`config.mk`:
```
export PLATFORM = sky130hd
export DESIGN_NAME = bc1_block_decoder
export DESIGN_NICKNAME = d
export VERILOG_FILES = /design/src/hdl/bc1_pkg.sv /design/src/hdl/bc1_palette.sv /design/src/hdl/bc1_lane.sv /design/src/hdl/bc1_block_counter.sv /design/src/hdl/bc1_block_decoder.sv
export SDC_FILE = /design/constraint.sdc
export NUM_CORES = 1
export LEC_CHECK = 0
export BUFFER_PORTS_ARGS = -buffer_cell sky130_fd_sc_hd__clkbuf_2
export CAP_MARGIN = 5
export CORE_UTILIZATION = 25
export CTS_CLUSTER_DIAMETER = 60
export DETAILED_ROUTE_END_ITERATION = 10
export HOLD_SLACK_MARGIN = 0.06
export PLACE_DENSITY_LB_ADDON = 0.2
export SLEW_MARGIN = 15
export SYNTH_ARGS = -nofsm -noshare
export SYNTH_HDL_FRONTEND = slang
export SYNTH_SLANG_ARGS = --single-unit
```
`constraint.sdc`:
```
create_clock -name clk -period 14.1 [get_ports clk]
set_input_delay 0.705 -clock clk [delete_from_list [all_inputs] [get_ports clk]]
set_output_delay 0.705 -clock clk [all_outputs]
set_load 0.01 [all_outputs]
```
`src/hdl/bc1_pkg.sv`:
```
// Shared types and constants for the BC1 block decoder.
package bc1_pkg;

	localparam int CFG_W      = 13;
	localparam int CFG_IDX_W  = 2;
	localparam int BLK_CNT_W  = 10;
	localparam int BLK_LIM_W  = BLK_CNT_W + 1;
	localparam int COORD_W    = 12;
	localparam int PIX_W      = 32;
	localparam int CHAN_W     = 8;

	localparam int DEF_MAX_WIDTH  = 4096;
	localparam int DEF_MAX_HEIGHT = 4096;

	localparam logic [CFG_W-1:0] SIZE_RESET = CFG_W'(256);
	localparam logic [BLK_LIM_W-1:0] BLK_LIMIT = BLK_LIM_W'(1024);

	localparam logic [CFG_IDX_W-1:0] CFG_IMAGE_WIDTH  = 2'd0;
	localparam logic [CFG_IDX_W-1:0] CFG_IMAGE_HEIGHT = 2'd1;

	localparam logic [CHAN_W-1:0] ALPHA_OPAQUE = 8'hFF;

	localparam logic [1:0] CODE_C0   = 2'd0;
	localparam logic [1:0] CODE_C1   = 2'd1;
	localparam logic [1:0] CODE_MIX2 = 2'd2;
	localparam logic [1:0] CODE_MIX3 = 2'd3;

	typedef struct packed {
		logic [15:0] color_a;
		logic [15:0] color_b;
		logic [31:0] index_bits;
	} bc1_block_t;

	typedef struct packed {
		logic [PIX_W-1:0]   pixel_left;
		logic [PIX_W-1:0]   pixel_second;
		logic [PIX_W-1:0]   pixel_third;
		logic [PIX_W-1:0]   pixel_right;
		logic [COORD_W-1:0] row_y;
		logic [COORD_W-1:0] column_x;
		logic               last_row;
	} bc1_row_t;

	typedef logic [3:0][PIX_W-1:0] bc1_pal_t;

	typedef struct packed {
		logic [BLK_CNT_W-1:0] blk_row;
		logic [BLK_CNT_W-1:0] blk_col;
	} bc1_coord_t;

endpackage

```
`src/hdl/bc1_palette.sv`:
```
// Endpoint expansion and four-entry palette build for one block.
module bc1_palette import bc1_pkg::*; (
	input  logic [15:0] color_a,
	input  logic [15:0] color_b,
	output bc1_pal_t    pal
);

	// x/3 for x < 1024 via reciprocal multiply
	function automatic logic [CHAN_W-1:0] div3(input logic [9:0] x);
		logic [19:0] p;
		p = x * 10'd683;
		return p[18:11];
	endfunction

	logic [CHAN_W-1:0] r0, g0, b0, r1, g1, b1;
	logic [CHAN_W-1:0] r2, g2, b2, r3, g3, b3;
	logic [CHAN_W-1:0] rm, gm, bm;
	logic [8:0] sr, sg, sb;

	always_comb begin
		r0 = {color_a[15:11], 3'b000};
		g0 = {color_a[10:5], 2'b00};
		b0 = {color_a[4:0], 3'b000};
		r1 = {color_b[15:11], 3'b000};
		g1 = {color_b[10:5], 2'b00};
		b1 = {color_b[4:0], 3'b000};

		r2 = div3({1'b0, r0, 1'b0} + 10'(r1));
		g2 = div3({1'b0, g0, 1'b0} + 10'(g1));
		b2 = div3({1'b0, b0, 1'b0} + 10'(b1));
		r3 = div3(10'(r0) + {1'b0, r1, 1'b0});
		g3 = div3(10'(g0) + {1'b0, g1, 1'b0});
		b3 = div3(10'(b0) + {1'b0, b1, 1'b0});

		sr = 9'(r0) + 9'(r1);
		sg = 9'(g0) + 9'(g1);
		sb = 9'(b0) + 9'(b1);
		rm = sr[8:1];
		gm = sg[8:1];
		bm = sb[8:1];

		pal[0] = {ALPHA_OPAQUE, b0, g0, r0};
		pal[1] = {ALPHA_OPAQUE, b1, g1, r1};
		if (color_a > color_b) begin
			pal[2] = {ALPHA_OPAQUE, b2, g2, r2};
			pal[3] = {ALPHA_OPAQUE, b3, g3, r3};
		end else begin
			pal[2] = {ALPHA_OPAQUE, bm, gm, rm};
			pal[3] = '0;    // transparent black
		end
	end

endmodule

```
`src/hdl/bc1_lane.sv`:
```
// One pixel lane: maps a 2-bit code onto the block palette.
module bc1_lane import bc1_pkg::*; (
	input  bc1_pal_t          pal,
	input  logic [1:0]        code,
	output logic [PIX_W-1:0]  pixel
);

	always_comb begin
		case (code)
			CODE_C0:   pixel = pal[0];
			CODE_C1:   pixel = pal[1];
			CODE_MIX2: pixel = pal[2];
			CODE_MIX3: pixel = pal[3];
			default:   pixel = pal[0];
		endcase
	end

endmodule

```
`src/hdl/bc1_block_counter.sv`:
```
// Image size registers and block column/row counters.
module bc1_block_counter import bc1_pkg::*; #(
	parameter int MAX_WIDTH  = DEF_MAX_WIDTH,
	parameter int MAX_HEIGHT = DEF_MAX_HEIGHT
) (
	input  logic                 clk,
	input  logic                 arst_n,
	input  logic                 cfg_we,
	input  logic [CFG_IDX_W-1:0] cfg_index,
	input  logic [CFG_W-1:0]     cfg_data,
	input  logic                 advance,
	output bc1_coord_t           coord
);

	localparam int SZ_W = 16;

	function automatic logic [BLK_LIM_W-1:0] blocks_along(input logic [CFG_W-1:0] size,
			input int unsigned max_size);
		logic [SZ_W-1:0] s;
		logic [SZ_W-3:0] n;
		s = SZ_W'(size);
		if (s < SZ_W'(4)) s = SZ_W'(4);
		if (s > SZ_W'(max_size)) s = SZ_W'(max_size);
		n = s[SZ_W-1:2];
		if (n > (SZ_W-2)'(BLK_LIMIT)) return BLK_LIMIT;
		return n[BLK_LIM_W-1:0];
	endfunction

	logic [CFG_W-1:0] width_q, height_q;
	logic [BLK_CNT_W-1:0] col_q, row_q;
	logic [BLK_LIM_W-1:0] cols, rows, col_nx, row_nx;

	always_ff @(posedge clk or negedge arst_n) begin
		if (!arst_n) begin
			width_q  <= SIZE_RESET;
			height_q <= SIZE_RESET;
		end else if (cfg_we) begin
			case (cfg_index)
				CFG_IMAGE_WIDTH:  width_q  <= cfg_data;
				CFG_IMAGE_HEIGHT: height_q <= cfg_data;
				default: ;
			endcase
		end
	end

	always_comb begin
		cols   = blocks_along(width_q, MAX_WIDTH);
		rows   = blocks_along(height_q, MAX_HEIGHT);
		col_nx = BLK_LIM_W'(col_q) + 1'b1;
		row_nx = BLK_LIM_W'(row_q) + 1'b1;
	end

	// a column past the limit after a size change wraps on the next step; a row wraps when the column does
	always_ff @(posedge clk or negedge arst_n) begin
		if (!arst_n) begin
			col_q <= '0;
			row_q <= '0;
		end else if (advance) begin
			if (col_nx >= cols) begin
				col_q <= '0;
				if (row_nx >= rows) row_q <= '0;
				else                row_q <= row_nx[BLK_CNT_W-1:0];
			end else begin
				col_q <= col_nx[BLK_CNT_W-1:0];
			end
		end
	end

	assign coord.blk_row = row_q;
	assign coord.blk_col = col_q;

endmodule

```
`src/hdl/bc1_block_decoder.sv`:
```
// BC1 block decoder top level: block buffer, row sequencer, lanes and output merge.
//
// Accepts one 64-bit BC1 block per word and delivers four row words per block, top row
// first, each holding four RGBA8888 pixels and the image coordinates of that row. The
// palette is built when the block is taken and held in a one-block buffer; four pixel
// lanes then decode one row per cycle into the output register, unless pixel_stall holds
// it. The output port moves one row word per cycle while not stalled; a new block is
// taken in the same cycle the last row of the previous one enters the output register.
// After accept, a block's first row word passes through the block buffer and then the
// output register. Image size registers are to be written through the cfg port only
// while the block is idle; the block does not enforce this. cfg_ready is always high.
module bc1_block_decoder import bc1_pkg::*; #(
	parameter int MAX_WIDTH  = DEF_MAX_WIDTH,
	parameter int MAX_HEIGHT = DEF_MAX_HEIGHT
) (
	input  logic                 clk,
	input  logic                 arst_n,
	input  logic                 block_valid,
	output logic                 block_stall,
	input  bc1_block_t           block_data,
	output logic                 pixel_valid,
	input  logic                 pixel_stall,
	output bc1_row_t             pixel_data,
	input  logic                 cfg_valid,
	output logic                 cfg_ready,
	input  logic [CFG_IDX_W-1:0] cfg_index,
	input  logic [CFG_W-1:0]     cfg_data
);

	bc1_pal_t    pal_new, pal_s1;
	logic [31:0] codes_s1;
	bc1_coord_t  coord, coord_s1;
	logic        valid_s1;
	logic [1:0]  row_q;
	logic        out_load, blk_take, blk_free;
	logic [7:0]  row_codes;
	logic [3:0][PIX_W-1:0] lane_pix;
	bc1_row_t    pix_q;
	logic        pix_valid_q;

	assign cfg_ready = 1'b1;

	bc1_palette u_palette (
		.color_a (block_data.color_a),
		.color_b (block_data.color_b),
		.pal     (pal_new)
	);

	bc1_block_counter #(
		.MAX_WIDTH  (MAX_WIDTH),
		.MAX_HEIGHT (MAX_HEIGHT)
	) u_counter (
		.clk       (clk),
		.arst_n    (arst_n),
		.cfg_we    (cfg_valid & cfg_ready),
		.cfg_index (cfg_index),
		.cfg_data  (cfg_data),
		.advance   (blk_take),
		.coord     (coord)
	);

	// output register free or being drained
	assign out_load    = !pix_valid_q || !pixel_stall;
	assign blk_free    = valid_s1 && out_load && (row_q == 2'd3);
	assign block_stall = valid_s1 && !blk_free;
	assign blk_take    = block_valid && !block_stall;

	always_ff @(posedge clk or negedge arst_n) begin
		if (!arst_n) begin
			valid_s1 <= 1'b0;
		end else if (blk_take) begin
			valid_s1 <= 1'b1;
		end else if (blk_free) begin
			valid_s1 <= 1'b0;
		end
	end

	always_ff @(posedge clk) begin
		if (blk_take) begin
			pal_s1   <= pal_new;
			codes_s1 <= block_data.index_bits;
			coord_s1 <= coord;
		end
	end

	always_ff @(posedge clk or negedge arst_n) begin
		if (!arst_n) begin
			row_q <= '0;
		end else if (valid_s1 && out_load) begin
			row_q <= row_q + 2'd1;
		end
	end

	assign row_codes = codes_s1[{row_q, 3'b000} +: 8];

	for (genvar i = 0; i < 4; i++) begin : g_lane
		bc1_lane u_lane (
			.pal   (pal_s1),
			.code  (row_codes[2*i +: 2]),
			.pixel (lane_pix[i])
		);
	end

	always_ff @(posedge clk or negedge arst_n) begin
		if (!arst_n) begin
			pix_valid_q <= 1'b0;
		end else if (out_load) begin
			pix_valid_q <= valid_s1;
		end
	end

	// merge lanes with row coordinates
	always_ff @(posedge clk) begin
		if (out_load && valid_s1) begin
			pix_q.pixel_left   <= lane_pix[0];
			pix_q.pixel_second <= lane_pix[1];
			pix_q.pixel_third  <= lane_pix[2];
			pix_q.pixel_right  <= lane_pix[3];
			pix_q.row_y        <= {coord_s1.blk_row, row_q};
			pix_q.column_x     <= {coord_s1.blk_col, 2'b00};
			pix_q.last_row     <= (row_q == 2'd3);
		end
	end

	assign pixel_valid = pix_valid_q;
	assign pixel_data  = pix_q;

	a_last_row: assert property (@(posedge clk) disable iff (!arst_n)
		pixel_valid |-> (pixel_data.last_row == (pixel_data.row_y[1:0] == 2'd3)))
		else $error("last_row flag does not match row within block");

	a_col_align: assert property (@(posedge clk) disable iff (!arst_n)
		pixel_valid |-> (pixel_data.column_x[1:0] == 2'b00))
		else $error("column_x not block aligned");

	a_hold_block: assert property (@(posedge clk) disable iff (!arst_n)
		(valid_s1 && !out_load) |-> block_stall)
		else $error("block taken while buffer held and output blocked");

	a_take_fill: assert property (@(posedge clk) disable iff (!arst_n)
		blk_take |=> (valid_s1 && row_q == 2'd0))
		else $error("block buffer not loaded at row zero after accept");

endmodule
```
==> metrics.cfg, run 1 <==
[floorplan]
rows = 108
die_area_sq_um = 90100
start_util_pct = 25.4
die_height_um = 300
die_width_um = 300
boundaryPins = 240
coreArea_sq_um = 87400

[sta]
finalCritPeriodShare_pct = 42.7
min_period_ns = 6.02
max_freq_mhz = 166
setup_viol = 0
skew_ns = 0.0191
rsz0062_at_grt = no
worst_pin_slew_ns = 1.15
slew_headroom_pct = 23.1
finalMaxSlewViolations = 0
worst_slack_ns = 8.08
tns_ns = 0
hold_viol = 0

[cells_and_area]
fillers = 8886
multi_input_area_sq_um = 12300
antenna_cells = 0
seqCellArea_sq_um = 8940
drive_gt1_share_pct = 20.9
syn_to_final_growth_pct = 16.3
fin_area_sq_um = 25900
finalNetCount = 2516

[power]
vdd_ir_drop_max_mv = 0.129
p_per_area_nw_per_um2 = 232
p_leak_nw = 11.5

[synthesis]
synth_top_area_share_pct = 34.6
ys_ff_latch = 306
synthCells = 1754
synth-edff-count = 256
synth_largest_area_cell = edfxtp_1
ys_seq_area_share_pct = 40.2
ys.flop_type = edfxtp_1
async_flop_share_pct = 16.3
syn_avg_cell_area_sq_um = 12.7
yosys-top-cells-area = edfxtp_1 35%, ha_1 22%, mux4_2 6.9%, fa_1 6.4%, dfrtp_1 5.4%
ys_types = 70
yosysWarnings = 0
netlist_area_sq_um = 22200

[cts]
cts_setup_buffers = 0
clock-sinks = 306
cts_buffers = 39
root_buffer = clkbuf_16
insertion_delay_ns = 0.56
htreeDepth = 2
clk_pin_slew_ns = 0.06
cts_tree = done
clock_path_buffers = 3
cts_hold_buf = 0
ctsResizeCount = 0

[global_route]
grt_max_degree = 80
grt_pass1_wl_mm = 91.1
grt_pass1_vias = 15000
grt_usage_pct = 13.3
grt-ovfl-total = 0
antenna_found_initial = 1

[placement]
dp_hpwl_mm = 45.4
io_buffer_count = 236
pre_cts_slack_ns = 7.50
globalplace.congestion = 0.811
dpl_cell_area_sq_um = 24600

[drt]
dr_total_vias = 14300
via_per_inst = 4.52
ant_nets = 0
drt-pass1-iter-count = 4
drtIter0Drc = 700
drt-wirelength-per-cell_um = 18.9
route.detailed.drc = 0
drt-total-wl_mm = 59.8

[setup_path]
crit_fanout = 7
required_ns = 14.39
crit_arrival_ns = 6.32
critPathCaptureType = register
critical_path_class = in2reg
critPathLaunchType = input port

[run]
drv_cap = 0

[outcome]
outcome = complete, no violations

[min_path]
holdCritPathClass = in2async

-- routing by layer --
metal | vias up | wire [um] | part of all wire, % | GRT usage (%)
met2 | 271 | 27700 | 46 | 21.8
met3 | 70 | 3090 | 5.2 | 2.78
li1 | 6878 | - | - | -
met4 | 0 | 1280 | 2.1 | 3.27
met5 | - | 0 | 0 | 0
met1 | 7092 | 27700 | 46 | 17.7
-- worst paths after layout --
path / start / to / slack [ns] / depth (start not counted)
worst max-delay path: block_data[53] / pal_s1[77] / 8.08 / 22
min in group clk: block_data[0] / codes_s1[0] / 0.33 / 1
max in group asynchronous: arst_n / u_counter.height_q[11] / 13.35 / 2
worst min register to register: coord_s1[17] / pixel_data[22] / 0.42 / 0
worst max register to register: u_counter.width_q[7] / u_counter.row_q[6] / 10.04 / 11
worst min-delay path: arst_n / u_counter.col_q[5] / 0.29 / 2
-- synth_stat cells, drive strengths merged, types with 5 or more instances --
cell and instances:
buf 53, clkbuf 14, xor2 43, and3 7
nor3 13, nand3 21, nor2 99, or3 5
nand2b 19, o31ai 8, o21bai 7, dfrtp 48
o21ai 50, nor2b 9, nand3b 7, mux2 30
nor3b 6, inv 160, a211oi 8, nor4 5
mux2i 37, fa 71, a21o 29, o2111ai 5
mux4 68, nand2 77, o21a 17, nand4 16
xnor2 62, ha 383, edfxtp 256, a21oi 70
-- area by class of cell --
class,count,area share [%]
Clock buffer,54,4.23
Clock inverter,18,0.615
Sequential cell,306,34.6
Inverter,160,2.36
Multi-Input combinational cell,1222,47.7
Tap cell,1155,5.59
Timing Repair Buffer,249,4.95
-- flip-flops by register name (all words and copies together), names as in the netlist --
| name | cells |
|---|---|
| codes_s1 | 32 |
| coord_s1 | 20 |
| pal_s1 | 81 |
| pixel_data | 123 |
| pixel_valid | 1 |
| row_q | 2 |
| u_counter.col_q | 10 |
| u_counter.height_q | 13 |
| u_counter.row_q | 10 |
| u_counter.width_q | 13 |
| valid_s1 | 1 |
-- kinds of logic (layout without fill, tap and decap cells) --
family	after synthesis	in the layout	synth area share (%)
mux	135	135	10.1
fa+ha+maj	454	454	28.0
simple gates	296	296	6.32
compound gates	229	229	6.70
other cells	2	3	0.0338
buf+inv	227	481	4.55
flops	306	306	40.2
xor+xnor	105	105	4.14
-- per-stage QoR --
stage	total power [W]	std cells	util, %	hold WS, ns
after floorplan	0.00402	1755	-	0.400
after global placement	0.00506	3092	28.1	0.406
after detailed placement	0.00510	3092	28.1	0.405
after CTS	0.00613	3164	29.6	0.282
after global routing	0.00656	3164	29.6	0.299
final	0.00601	3164	29.6	0.287
-- power breakdown --
part / switching [W] / internal, W
registers: 0.000163 / 0.00141
logic: 0.00197 / 0.00149
clock network: 0.000405 / 0.000568
total: 0.00254 / 0.00346
-- cells in the final DEF, fill, tap and decap left out, drive strengths merged, types with 48 or more instances in the layout --
cell type,count
ha,383
mux4,68
fa,71
o21ai,50
edfxtp,256
inv,164
a21oi,70
clkbuf,290
dfrtp,48
nor2,99
xnor2,62
nand2,77
-- worst max-delay path, stage by stage --
cell and delay [ns]:
clkbuf_2 0.18, ha_1 0.25, fa_1 0.40, a21o_1 0.19, a21oi_1 0.21, nor2b_1 0.08, o21ai_1 0.38, inv_1 0.16
ha_1 0.33, ha_1 0.34, fa_1 0.48, inv_1 0.05, fa_1 0.53, inv_1 0.04, ha_1 0.19, ha_1 0.35
a21oi_1 0.22, o32ai_1 0.11, or3_1 0.50, o21ba_1 0.26, o41ai_1 0.28, o21ai_1 0.09
Note: power is estimated with default switching activity, not from simulation.
==> run 2: changes to the inputs <==
- clock period: 14.1 -> 6.2 ns (I/O delays scaled with it)
==> run 2 against run 1 <==
Against the previous run: global-route usage is 0.12 points higher; combinational power is 130% higher; wire length grew 0.81%; critical path type unchanged; highest routed layer unchanged.
==> metrics.cfg, run 2 (synthesis gave the netlist of run 1 again) <==
[power]
p_per_area_nw_per_um2 = 517
vdd_ir_drop_max_mv = 0.339
p_leak_nw = 11.9

[cts]
root_buffer = clkbuf_16
cts_setup_buffers = 0
insertion_delay_ns = 0.56
clock-sinks = 306
clock_path_buffers = 3
clk_pin_slew_ns = 0.06
htreeDepth = 2
cts_tree = done
cts_buffers = 41

[sta]
min_period_ns = 5.78
finalMaxSlewViolations = 0
worst_pin_slew_ns = 1.13
skew_ns = 0.0192
slew_headroom_pct = 24.8
finalCritPeriodShare_pct = 93.2
rsz0062_at_grt = no
hold_viol = 0
setup_viol = 0
tns_ns = 0
max_freq_mhz = 173

[drt]
route.detailed.drc = 0
dr_total_vias = 14500
drt-pass1-iter-count = 4
via_per_inst = 4.46
ant_nets = 0
drt-total-wl_mm = 60.3
drtIter0Drc = 509
drt-wirelength-per-cell_um = 18.6

[setup_path]
r2r_setup_slack_ns = 2.18
critPathCaptureType = register
critical_path_class = in2reg
r2r_cells = 11
crit_fanout = 7
required_ns = 6.51
critPathLaunchType = input port
crit_arrival_ns = 6.09
r2r_start = u_counter.width_q[7]
timing.rr.end = u_counter.row_q[5]

[floorplan]
die_width_um = 300
die_height_um = 300
start_util_pct = 25.4
rows = 108
coreArea_sq_um = 87400
die_area_sq_um = 90100
boundaryPins = 240

[cells_and_area]
antenna_cells = 0
largest_reg_flops = 123
layout_common_cells = 383 x ha_1, 256 x edfxtp_1, 236 x clkbuf_2
fillers = 8799
drive_gt1_share_pct = 21.2
syn_to_final_growth_pct = 19.8
mostFrequentLayoutCell = ha_1
fin_area_sq_um = 26600
finalNetCount = 2594
utilization_pct = 30.5

[outcome]
outcome = complete, no violations

[min_path]
whs_path_depth = 1
hp-start = block_data[47]
hold_path_end = pal_s1[39]
holdCritPathClass = in2reg

[global_route]
grt_max_degree = 75
grt-ovfl-total = 0
grt_pass1_wl_mm = 92.3
antenna_found_initial = 1
grt_usage_pct = 13.4
grt_pass1_vias = 15300

[placement]
io_buffer_count = 236
globalplace.congestion = 0.814
dpl_cell_area_sq_um = 24700
dp_hpwl_mm = 46.3

[run]
drv_cap = 0

==> run 2: routing by layer <==
metal	vias to the layer above	GRT usage, %	wire, um
met3	75	2.45	2760
met1	7094	17.7	27800
met2	272	22.3	28200
met4	0	3.81	1490
met5	-	0	0
li1	7036	-	-
==> run 2: layout make-up <==
type,count,area (sq um),area share (%)
multi-input combinational,1222,12300,46.3
sequential,306,8940,33.6
timing repair buffer,325,1990,7.48
tap,1155,1450,5.43
clock buffer,58,1150,4.32
inverter,160,611,2.29
clock inverter,18,173,0.648
==> run 2: report_power, final <==
group	switching (W)	internal, W	leakage [nW]
sequential	0.000352	0.00320	3.06
clock	0.000950	0.00136	0.640
combinational	0.00448	0.00345	8.16
total	0.00578	0.00800	11.9
==> run 2: metrics by stage <==
step           hold WS, ns  cells  worst slack [ns]  power [W]
2_1_floorplan       0.0144   1755             0.620    0.00914
3_3_place_gp         0.405   3111             0.420     0.0116
3_5_place_dp         0.406   3111             0.333     0.0116
4_1_cts             0.0604   3244             0.427     0.0141
5_1_grt             0.0820   3244             0.132     0.0151
6_report            0.0858   3244             0.419     0.0138
==> run 2: repair_timing <==
action / CTS / global route
gates resized for setup: 0 / 0
endpoints found under the hold margin: 117 / 0
endpoints found under the setup margin: 0 / 0
hold buffers: 57 / 0
==> run 2: worst max-delay path: stages <==
cell,delay (ns)
dlygate4sd3_1,0.54
clkbuf_2,0.18
ha_1,0.31
a21o_1,0.15
a21oi_1,0.21
o21bai_1,0.10
a21oi_1,0.18
xnor2_1,0.27
ha_1,0.33
ha_1,0.32
ha_1,0.30
fa_1,0.54
inv_1,0.06
fa_1,0.53
inv_1,0.05
ha_1,0.30
a21oi_1,0.21
o32ai_1,0.12
or3_1,0.49
o21ba_1,0.25
o41ai_1,0.27
o21ai_1,0.09
==> run 2: worst max path at each step <==
| stage | cells past startpoint | to | start | slack [ns] |
|---|---|---|---|---|
| detailed placement | 22 | pal_s1[77] | block_data[38] | 0.33 |
| finish | 22 | pal_s1[77] | block_data[39] | 0.42 |
| floorplan | 22 | pal_s1[77] | block_data[38] | 0.62 |
| global route | 22 | pal_s1[77] | block_data[39] | 0.13 |
| global placement | 22 | pal_s1[77] | block_data[38] | 0.42 |
| CTS | 22 | pal_s1[77] | block_data[39] | 0.43 |
